File: config.mk
export PLATFORM = sky130hd
export DESIGN_NAME = round_robin_multi_slot_scheduler
export DESIGN_NICKNAME = d
export VERILOG_FILES = /design/src/rtl/rrms_pkg.sv /design/src/rtl/rrms_ram.sv /design/src/rtl/round_robin_multi_slot_scheduler.sv
export SDC_FILE = /design/constraint.sdc
export NUM_CORES = 2
export LEC_CHECK = 0
export BUFFER_PORTS_ARGS = -buffer_cell sky130_fd_sc_hd__clkbuf_2
export CAP_MARGIN = 20
export CELL_PAD_IN_SITES_DETAIL_PLACEMENT = 0
export CELL_PAD_IN_SITES_GLOBAL_PLACEMENT = 1
export CORE_MARGIN = 1
export CORE_UTILIZATION = 33
export CTS_BUF_LIST = sky130_fd_sc_hd__clkbuf_16
export DETAILED_ROUTE_END_ITERATION = 6
export HOLD_SLACK_MARGIN = 0.06
export PLACE_DENSITY = 0.54
export SLEW_MARGIN = 15
export SYNTH_ARGS = -nofsm -noshare
export SYNTH_HDL_FRONTEND = slang
export SYNTH_HIERARCHICAL = 1
export SYNTH_SLANG_ARGS = --single-unit
File: constraint.sdc
create_clock -name clk -period 7.4 [get_ports clk]
set_input_delay 2.22 -clock clk [delete_from_list [all_inputs] [get_ports clk]]
set_output_delay 2.22 -clock clk [all_outputs]
set_load 0.03 [all_outputs]
File: src/rtl/rrms_pkg.sv
package rrms_pkg;

    localparam int QUEUE_DEPTH = 64;
    localparam int MAX_CPUS    = 8;

    localparam int PTR_W  = (QUEUE_DEPTH > 1) ? $clog2(QUEUE_DEPTH) : 1;
    localparam int CNT_W  = $clog2(QUEUE_DEPTH + 1);
    localparam int TOT_W  = CNT_W + 1;
    localparam int SLOT_W = (MAX_CPUS > 1) ? $clog2(MAX_CPUS) : 1;
    localparam int BUSY_W = $clog2(MAX_CPUS + 1);

    localparam int ID_W    = 16;
    localparam int TICK_W  = 16;
    localparam int NCPU_W  = 4;
    localparam int APB_AW  = 3;
    localparam int APB_DW  = 32;

    localparam logic [NCPU_W-1:0] NUM_CPUS_RST = NCPU_W'(1);
    localparam logic [TICK_W-1:0] SLICE_RST    = TICK_W'(100);

    typedef logic [PTR_W-1:0]  ptr_t;
    typedef logic [CNT_W-1:0]  cnt_t;
    typedef logic [TOT_W-1:0]  tot_t;
    typedef logic [SLOT_W-1:0] slot_idx_t;
    typedef logic [BUSY_W-1:0] busy_t;
    typedef logic [2:0]        slot_field_t;

    typedef enum logic [0:0] {
        CMD_TICK   = 1'b0,
        CMD_SUBMIT = 1'b1
    } cmd_t;

    typedef enum logic [1:0] {
        ACT_STOP     = 2'd0,
        ACT_CONTINUE = 2'd1,
        ACT_REJECT   = 2'd2
    } action_t;

    typedef enum logic [0:0] {
        REG_NUM_CPUS = 1'b0,
        REG_SLICE    = 1'b1
    } reg_idx_t;

    typedef enum logic [3:0] {
        ST_IDLE = 4'b0001,
        ST_STOP = 4'b0010,
        ST_GAP  = 4'b0100,
        ST_FILL = 4'b1000
    } state_t;

    typedef struct packed {
        cmd_t            command;
        logic [ID_W-1:0] task_id;
    } item_t;

    typedef struct packed {
        action_t         action;
        logic [ID_W-1:0] task_id_res;
        slot_field_t     slot;
        logic            last;
    } result_t;

    function automatic busy_t idx_plus1(slot_idx_t i);
        busy_t r;
        r = busy_t'(i) + busy_t'(1);
        return r;
    endfunction

    function automatic ptr_t ptr_inc(ptr_t p);
        ptr_t r;
        r = (p == ptr_t'(QUEUE_DEPTH - 1)) ? ptr_t'(0) : p + ptr_t'(1);
        return r;
    endfunction

endpackage

File: src/rtl/rrms_ram.sv
module rrms_ram #(
    parameter int WIDTH = 16,
    parameter int DEPTH = 64
) (
    input  logic                                     clk,
    input  logic                                     we,
    input  logic [((DEPTH > 1) ? $clog2(DEPTH) : 1)-1:0] waddr,
    input  logic [WIDTH-1:0]                         wdata,
    input  logic [((DEPTH > 1) ? $clog2(DEPTH) : 1)-1:0] raddr,
    output logic [WIDTH-1:0]                         rdata
);

    logic [WIDTH-1:0] mem [DEPTH];

    always_ff @(posedge clk)
    begin
        if (we)
        begin
            mem[waddr] <= wdata;
        end
        rdata <= mem[raddr];
    end

endmodule

File: src/rtl/round_robin_multi_slot_scheduler.sv
// Channel   Handshake                         Beat
// ------    --------------------------------  ---------------------------------------
// item      start & !busy                     command, task_id
// result    result_valid (one cycle, no stall) action, task_id_res, slot, last
// config    APB write: psel&penable&pwrite    num_cpus @ 0x0, slice_ticks @ 0x4
//
// A submit or a tick that does not end a slice leaves the scheduler idle. A
// rotation walks the busy slots (one stop per cycle, read from the slot
// memory), passes through a gap state so the last pushed id lands in the queue
// memory, then pops one continue per cycle.
// Reset clears all control state; the memories need no clearing pass.
// Results cannot be held off, so there is no output stall.
module round_robin_multi_slot_scheduler (
    input  logic                             clk,
    input  logic                             rst_n,
    input  logic                             start,
    output logic                             busy,
    input  rrms_pkg::item_t                  item,
    output logic                             result_valid,
    output rrms_pkg::result_t                result,
    input  logic                             psel,
    input  logic                             penable,
    input  logic                             pwrite,
    input  logic [rrms_pkg::APB_AW-1:0]      paddr,
    input  logic [rrms_pkg::APB_DW-1:0]      pwdata,
    output logic [rrms_pkg::APB_DW-1:0]      prdata,
    output logic                             pready
);

    rrms_pkg::state_t    state_reg, state_next;
    rrms_pkg::slot_idx_t idx_reg, idx_next;
    rrms_pkg::busy_t     stop_n_reg, stop_n_next;
    rrms_pkg::busy_t     fill_n_reg, fill_n_next;
    rrms_pkg::busy_t     slots_busy_reg, slots_busy_next;
    rrms_pkg::ptr_t      head_reg, head_next;
    rrms_pkg::ptr_t      tail_reg, tail_next;
    rrms_pkg::cnt_t      count_reg, count_next;
    logic [rrms_pkg::TICK_W-1:0] tick_reg, tick_next;
    logic [rrms_pkg::NCPU_W-1:0] num_cpus_reg;
    logic [rrms_pkg::TICK_W-1:0] slice_reg;

    logic                p_valid_reg, p_valid_next;
    logic                p_stop_reg, p_stop_next;
    rrms_pkg::slot_idx_t p_slot_reg, p_slot_next;
    logic                p_last_reg, p_last_next;

    logic                res_valid_reg, res_valid_next;
    rrms_pkg::result_t   res_reg, res_next;

    logic                        accept;
    logic                        push;
    logic                        pop;
    logic                        fifo_we;
    logic [rrms_pkg::ID_W-1:0]   fifo_wdata;
    logic [rrms_pkg::ID_W-1:0]   fifo_rdata;
    logic                        slot_we;
    logic [rrms_pkg::ID_W-1:0]   slot_rdata;
    rrms_pkg::tot_t              total;
    rrms_pkg::busy_t             cpus_eff;
    rrms_pkg::busy_t             fill_calc;
    logic [rrms_pkg::TICK_W-1:0] slice_eff;
    logic [rrms_pkg::TICK_W-1:0] tick_inc;
    logic                        cfg_wr;

    assign accept = start && !busy;
    assign busy   = (state_reg != rrms_pkg::ST_IDLE) || p_valid_reg;
    assign cfg_wr = psel && penable && pwrite && pready;
    assign pready = 1'b1;

    always_comb
    begin
        unique case (rrms_pkg::reg_idx_t'(paddr[2]))
            rrms_pkg::REG_NUM_CPUS: prdata = rrms_pkg::APB_DW'(num_cpus_reg);
            rrms_pkg::REG_SLICE:    prdata = rrms_pkg::APB_DW'(slice_reg);
            default:                prdata = '0;
        endcase
    end

    always_ff @(posedge clk or negedge rst_n)
    begin
        if (!rst_n)
        begin
            num_cpus_reg <= rrms_pkg::NUM_CPUS_RST;
            slice_reg    <= rrms_pkg::SLICE_RST;
        end
        else if (cfg_wr)
        begin
            unique case (rrms_pkg::reg_idx_t'(paddr[2]))
                rrms_pkg::REG_NUM_CPUS: num_cpus_reg <= pwdata[rrms_pkg::NCPU_W-1:0];
                rrms_pkg::REG_SLICE:    slice_reg    <= pwdata[rrms_pkg::TICK_W-1:0];
                default:                ;
            endcase
        end
    end

    // Queue memory: submits and stopped tasks push at the tail, fills pop at the head.
    assign push       = (accept && (item.command == rrms_pkg::CMD_SUBMIT) &&
                         (total < rrms_pkg::tot_t'(rrms_pkg::QUEUE_DEPTH)))
                        || (p_valid_reg && p_stop_reg);
    assign pop        = (state_reg == rrms_pkg::ST_FILL);
    assign fifo_we    = push;
    assign fifo_wdata = p_valid_reg ? slot_rdata : item.task_id;
    assign slot_we    = p_valid_reg && !p_stop_reg;

    rrms_ram #(
        .WIDTH (rrms_pkg::ID_W),
        .DEPTH (rrms_pkg::QUEUE_DEPTH)
    ) u_fifo_ram (
        .clk   (clk),
        .we    (fifo_we),
        .waddr (tail_reg),
        .wdata (fifo_wdata),
        .raddr (head_reg),
        .rdata (fifo_rdata)
    );

    rrms_ram #(
        .WIDTH (rrms_pkg::ID_W),
        .DEPTH (rrms_pkg::MAX_CPUS)
    ) u_slot_ram (
        .clk   (clk),
        .we    (slot_we),
        .waddr (p_slot_reg),
        .wdata (fifo_rdata),
        .raddr (idx_reg),
        .rdata (slot_rdata)
    );

    always_comb
    begin
        total     = rrms_pkg::tot_t'(count_reg) + rrms_pkg::tot_t'(slots_busy_reg);
        slice_eff = (slice_reg == '0) ? rrms_pkg::TICK_W'(1) : slice_reg;
        tick_inc  = (tick_reg == '1) ? tick_reg : tick_reg + rrms_pkg::TICK_W'(1);
        if (num_cpus_reg == '0)
        begin
            cpus_eff = rrms_pkg::busy_t'(1);
        end
        else if (num_cpus_reg > rrms_pkg::NCPU_W'(rrms_pkg::MAX_CPUS))
        begin
            cpus_eff = rrms_pkg::busy_t'(rrms_pkg::MAX_CPUS);
        end
        else
        begin
            cpus_eff = rrms_pkg::busy_t'(num_cpus_reg);
        end
        // Every busy slot returns to the queue before the refill.
        fill_calc = (rrms_pkg::tot_t'(cpus_eff) <= total) ? cpus_eff
                                                           : rrms_pkg::busy_t'(total);
    end

    always_comb
    begin
        state_next      = state_reg;
        idx_next        = idx_reg;
        stop_n_next     = stop_n_reg;
        fill_n_next     = fill_n_reg;
        slots_busy_next = slots_busy_reg;
        head_next       = pop ? rrms_pkg::ptr_inc(head_reg) : head_reg;
        tail_next       = push ? rrms_pkg::ptr_inc(tail_reg) : tail_reg;
        count_next      = count_reg + rrms_pkg::cnt_t'(push) - rrms_pkg::cnt_t'(pop);
        tick_next       = tick_reg;
        p_valid_next    = 1'b0;
        p_stop_next     = p_stop_reg;
        p_slot_next     = p_slot_reg;
        p_last_next     = p_last_reg;
        res_valid_next  = 1'b0;
        res_next        = res_reg;

        // Memory data is back: emit the beat.
        if (p_valid_reg)
        begin
            res_valid_next       = 1'b1;
            res_next.action      = p_stop_reg ? rrms_pkg::ACT_STOP : rrms_pkg::ACT_CONTINUE;
            res_next.task_id_res = p_stop_reg ? slot_rdata : fifo_rdata;
            res_next.slot        = rrms_pkg::slot_field_t'(p_slot_reg);
            res_next.last        = p_last_reg;
        end

        unique case (state_reg)
            rrms_pkg::ST_IDLE:
            begin
                if (accept)
                begin
                    if (item.command == rrms_pkg::CMD_SUBMIT)
                    begin
                        if (total >= rrms_pkg::tot_t'(rrms_pkg::QUEUE_DEPTH))
                        begin
                            res_valid_next       = 1'b1;
                            res_next.action      = rrms_pkg::ACT_REJECT;
                            res_next.task_id_res = item.task_id;
                            res_next.slot        = '0;
                            res_next.last        = 1'b1;
                        end
                    end
                    else if (tick_inc >= slice_eff)
                    begin
                        tick_next       = '0;
                        stop_n_next     = slots_busy_reg;
                        fill_n_next     = fill_calc;
                        slots_busy_next = fill_calc;
                        idx_next        = '0;
                        if (slots_busy_reg != '0)
                        begin
                            state_next = rrms_pkg::ST_STOP;
                        end
                        else if (fill_calc != '0)
                        begin
                            state_next = rrms_pkg::ST_FILL;
                        end
                    end
                    else
                    begin
                        tick_next = tick_inc;
                    end
                end
            end
            rrms_pkg::ST_STOP:
            begin
                p_valid_next = 1'b1;
                p_stop_next  = 1'b1;
                p_slot_next  = idx_reg;
                p_last_next  = (rrms_pkg::idx_plus1(idx_reg) == stop_n_reg) &&
                               (fill_n_reg == '0);
                if (rrms_pkg::idx_plus1(idx_reg) == stop_n_reg)
                begin
                    idx_next   = '0;
                    state_next = (fill_n_reg != '0) ? rrms_pkg::ST_GAP : rrms_pkg::ST_IDLE;
                end
                else
                begin
                    idx_next = idx_reg + rrms_pkg::slot_idx_t'(1);
                end
            end
            rrms_pkg::ST_GAP:
            begin
                // Let the last stopped id reach the queue memory before the first pop.
                state_next = rrms_pkg::ST_FILL;
            end
            rrms_pkg::ST_FILL:
            begin
                p_valid_next = 1'b1;
                p_stop_next  = 1'b0;
                p_slot_next  = idx_reg;
                p_last_next  = (rrms_pkg::idx_plus1(idx_reg) == fill_n_reg);
                if (rrms_pkg::idx_plus1(idx_reg) == fill_n_reg)
                begin
                    idx_next   = '0;
                    state_next = rrms_pkg::ST_IDLE;
                end
                else
                begin
                    idx_next = idx_reg + rrms_pkg::slot_idx_t'(1);
                end
            end
            default:
            begin
                state_next = rrms_pkg::ST_IDLE;
            end
        endcase
    end

    always_ff @(posedge clk or negedge rst_n)
    begin
        if (!rst_n)
        begin
            state_reg      <= rrms_pkg::ST_IDLE;
            idx_reg        <= '0;
            stop_n_reg     <= '0;
            fill_n_reg     <= '0;
            slots_busy_reg <= '0;
            head_reg       <= '0;
            tail_reg       <= '0;
            count_reg      <= '0;
            tick_reg       <= '0;
            p_valid_reg    <= 1'b0;
            res_valid_reg  <= 1'b0;
        end
        else
        begin
            state_reg      <= state_next;
            idx_reg        <= idx_next;
            stop_n_reg     <= stop_n_next;
            fill_n_reg     <= fill_n_next;
            slots_busy_reg <= slots_busy_next;
            head_reg       <= head_next;
            tail_reg       <= tail_next;
            count_reg      <= count_next;
            tick_reg       <= tick_next;
            p_valid_reg    <= p_valid_next;
            res_valid_reg  <= res_valid_next;
        end
    end

    always_ff @(posedge clk)
    begin
        p_stop_reg <= p_stop_next;
        p_slot_reg <= p_slot_next;
        p_last_reg <= p_last_next;
        res_reg    <= res_next;
    end

    assign result_valid = res_valid_reg;
    assign result       = res_reg;

    // Mid-rotation the refilled slots count before their ids leave the queue.
    a_no_overflow: assert property (@(posedge clk) disable iff (!rst_n)
        !busy |-> (total <= rrms_pkg::tot_t'(rrms_pkg::QUEUE_DEPTH)))
        else $error("queue plus busy slots exceed the queue depth");

    a_pipe_to_result: assert property (@(posedge clk) disable iff (!rst_n)
        p_valid_reg |=> res_valid_reg)
        else $error("memory read did not produce a result beat");

    a_reject_shape: assert property (@(posedge clk) disable iff (!rst_n)
        (result_valid && (result.action == rrms_pkg::ACT_REJECT))
            |-> (result.last && (result.slot == '0) && $past(accept)))
        else $error("reject beat malformed or not caused by an accepted item");

    a_no_accept_mid_rotation: assert property (@(posedge clk) disable iff (!rst_n)
        ((state_reg == rrms_pkg::ST_STOP) || (state_reg == rrms_pkg::ST_FILL)) |-> !accept)
        else $error("item accepted during a rotation");

endmodule

==> metrics.txt <==
standard-cell row count=144; placeable core area=155000 um^2; CTS-repair resized insts=0; clk root buf=sky130_fd_sc_hd__clkbuf_16; number of filler instances in the final layout=14.1k; Leak Pwr=19.1 nW; type of the worst setup path=input port to output port; internal cell power=14.2 mW; RSZ-0062 raised after global routing=false; clock slew seen by the registers of the worst setup and hold paths=60 ps; vertical die dimension=397 um; Syn. warnings=6; area used by sequential logic in the layout=37600 um^2; required time of the critical path=5180 ps; endpoint kind of the worst setup timing path=output port; cts-stage hold buffer count=0; number of setup violations in the final report=0; Die Outline Area=158000 um^2; via count of the first global-routing pass=26.8k; crit path DAT=3050 ps; commonest cells after routing, fill and taps aside=1157 x sky130_fd_sc_hd__edfxtp_1, 224 x sky130_fd_sc_hd__mux4_2, 141 x sky130_fd_sc_hd__clkbuf_16, 140 x sky130_fd_sc_hd__nor2_1, 110 x sky130_fd_sc_hd__nand2_1; Setup Skew=28.6 ps; Worst-Margin Slew=1130 ps; global routing usage summed across all routing layers=0.165; Multi-input gate area=12800 um^2; share of flip-flops with an asynchronous set or reset after synthesis=0.0561; Comb pwr share=0.244; global-route wire length before repair=188 mm; Max-Cap Viols=0; Setup crit start kind=input port; flops & latches, synth=1283; buffers inserted during post-CTS setup optimization=0; Clock Latency Late Sink=780 ps; final hold vios=0; peak ir drop on the vdd network=0.288 mV; clock tree sinks=1283; synthesis-to-finish area growth=13.9%; Final HPWL DP=76.7 mm; number of flip-flops under the largest register name=1024; first-pass iteration count of the detailed router=7; Final Wtd Congestion=0.801; chip width=397 um; part of the power in registers=0.439; count of buffers inserted at the top-level ports=79; Net Switching=6.20 mW; maximum count of clock buffers along a single path=3; via count normalized by instance count=5.09; Final TNS setup=0 ps; routed length per placed instance=25.5 um; achievable clock frequency=190 MHz; most common library cell in the layout ignoring fill and taps=sky130_fd_sc_hd__edfxtp_1; H-tree lvl count=4; fraction of power consumed by the clock network=0.317; main flop type after synthesis=sky130_fd_sc_hd__edfxtp_1; pwr dens=347 nW/um^2; Max Fanout on Critical Path=18; shortest clock period the worst path allows after layout=5270 ps; pin count of the biggest net entering global routing=133; clock tree from TritonCTS=built; total number of nets in the final design=2988; DRC Markers=20; violations in the final reports=DRC; proportion of layout cells with a drive suffix above 1=0.243; Final WS setup=2130 ps; total length of routed wires=129 mm; number of enable flip-flop cells after synthesis=1157; post-synth design cell area=51500 um^2; via count=25.7k; starting density of the core=0.333; Cell variety after synth=80; synthesized area divided by synthesized cell count=19.1 um^2; max-slew violation count=0; antenna viol nets, final=0; sequential share of the synthesized area=0.731; outcome=finished, violations left; cells after synthesis=2699; cts bufs inserted=139; initial antenna violation count=4; final clock period utilization by the worst path=0.712; IO Count=115; number of DRC markers in iteration 0=2110; Post-Route Hold Slack=458 ps; path category of the worst min-delay check=flop to flop; DP Worst Slack=1560 ps; remaining global-route overflow=0; Slew headroom=0.244; Biggest register=u_fifo_ram/mem; fraction of power spent switching nets=0.304
==> final cells by class <==
cell class | count | area share
tap | 2044 | 0.0436
clock inverter | 114 | 0.0120
multi-input combinational | 1240 | 0.218
antenna | 3 | 0.000128
sequential | 1283 | 0.641
inverter | 36 | 0.00230
timing repair buffer | 191 | 0.0220
clock buffer | 141 | 0.0601
==> metal layers <==
metal,share of wire,global-route usage,vias to the layer above
met5,0,0,-
met4,0.018,0.0415,0
met3,0.047,0.0254,170
met2,0.50,0.276,624
met1,0.44,0.224,13642
li1,-,-,11299
==> power by group through the flow <==
stage / Combinational [mW] / Sequential, mW / Clock (mW)
floorplan: 3.59 / 8.93 / 0
global placement: 5.02 / 9.06 / 0
detailed placement: 5.07 / 9.09 / 0
CTS: 5.08 / 8.94 / 6.63
global route: 5.34 / 8.99 / 6.90
finish: 4.97 / 8.93 / 6.46
==> synthesized netlist by cell type (all sizes together) (9+ instances only) <==
cell       n  area (um^2)
buf      111          855
a311oi    10         87.6
dfxtp     54         1080
dfrtp     67         1680
a22oi     39          293
nand2b    10         62.6
nand4     22          138
a211oi    14          118
a221oi    16          140
mux4     256         5890
clkbuf    44          173
a211o      9         78.8
a21oi     55          275
nor2b     36          225
nand3     46          230
edfxtp  1157        34700
xnor2     23          201
and2      15         93.8
xor2      19          166
inv       34          128
o21ai     37          185
nor2     149          577
mux2i    105         1050
nor3      20          100
a31oi     13         81.3
mux2      89         1000
ha        37          463
nand2    111          424
==> critical path, stage by stage <==
cell	delay [ps]
sky130_fd_sc_hd__clkbuf_2	260
sky130_fd_sc_hd__mux2_2	380
sky130_fd_sc_hd__clkbuf_2	180
==> cells by family (layout without fill, tap and decap cells) <==
logic type,after synthesis,after routing,share of synthesized area
buffers and inverters,191,482,0.0226
AOI/OAI and AO/OA,246,246,0.0334
adders and majority gates,39,39,0.00977
muxes,450,450,0.154
xor gates and xnor gates,43,43,0.00760
other,2,20,0.000146
DFF,1283,1283,0.731
and+or+nand+nor,445,445,0.0417
==> worst paths after layout <==
path                                        start               endpoint  slack (ps)  depth (start not counted)
min in group asynchronous                   rst_n            tick_reg[8]        1350                          1
max in group asynchronous                   rst_n            head_reg[0]        4840                          2
worst min register to register         result[21]             result[21]         460                          1
worst max-delay path                     paddr[2]              prdata[2]        2130                          3
worst min-delay path                   result[21]             result[21]         460                          1
worst max register to register  slots_busy_reg[0]  u_fifo_ram/mem[14][1]        2370                         11
==> stage by stage <==
stage	instances	cell area [um^2]	util	power, mW
finish	5052	58700	0.380	20.4
global route	5049	58700	0.380	21.2
CTS	5049	58700	0.380	20.7
detailed placement	4794	54400	0.352	14.2
global placement	4794	54400	0.352	14.1
floorplan	2714	51600	-	12.5
Power figures use the tool's default switching activity.
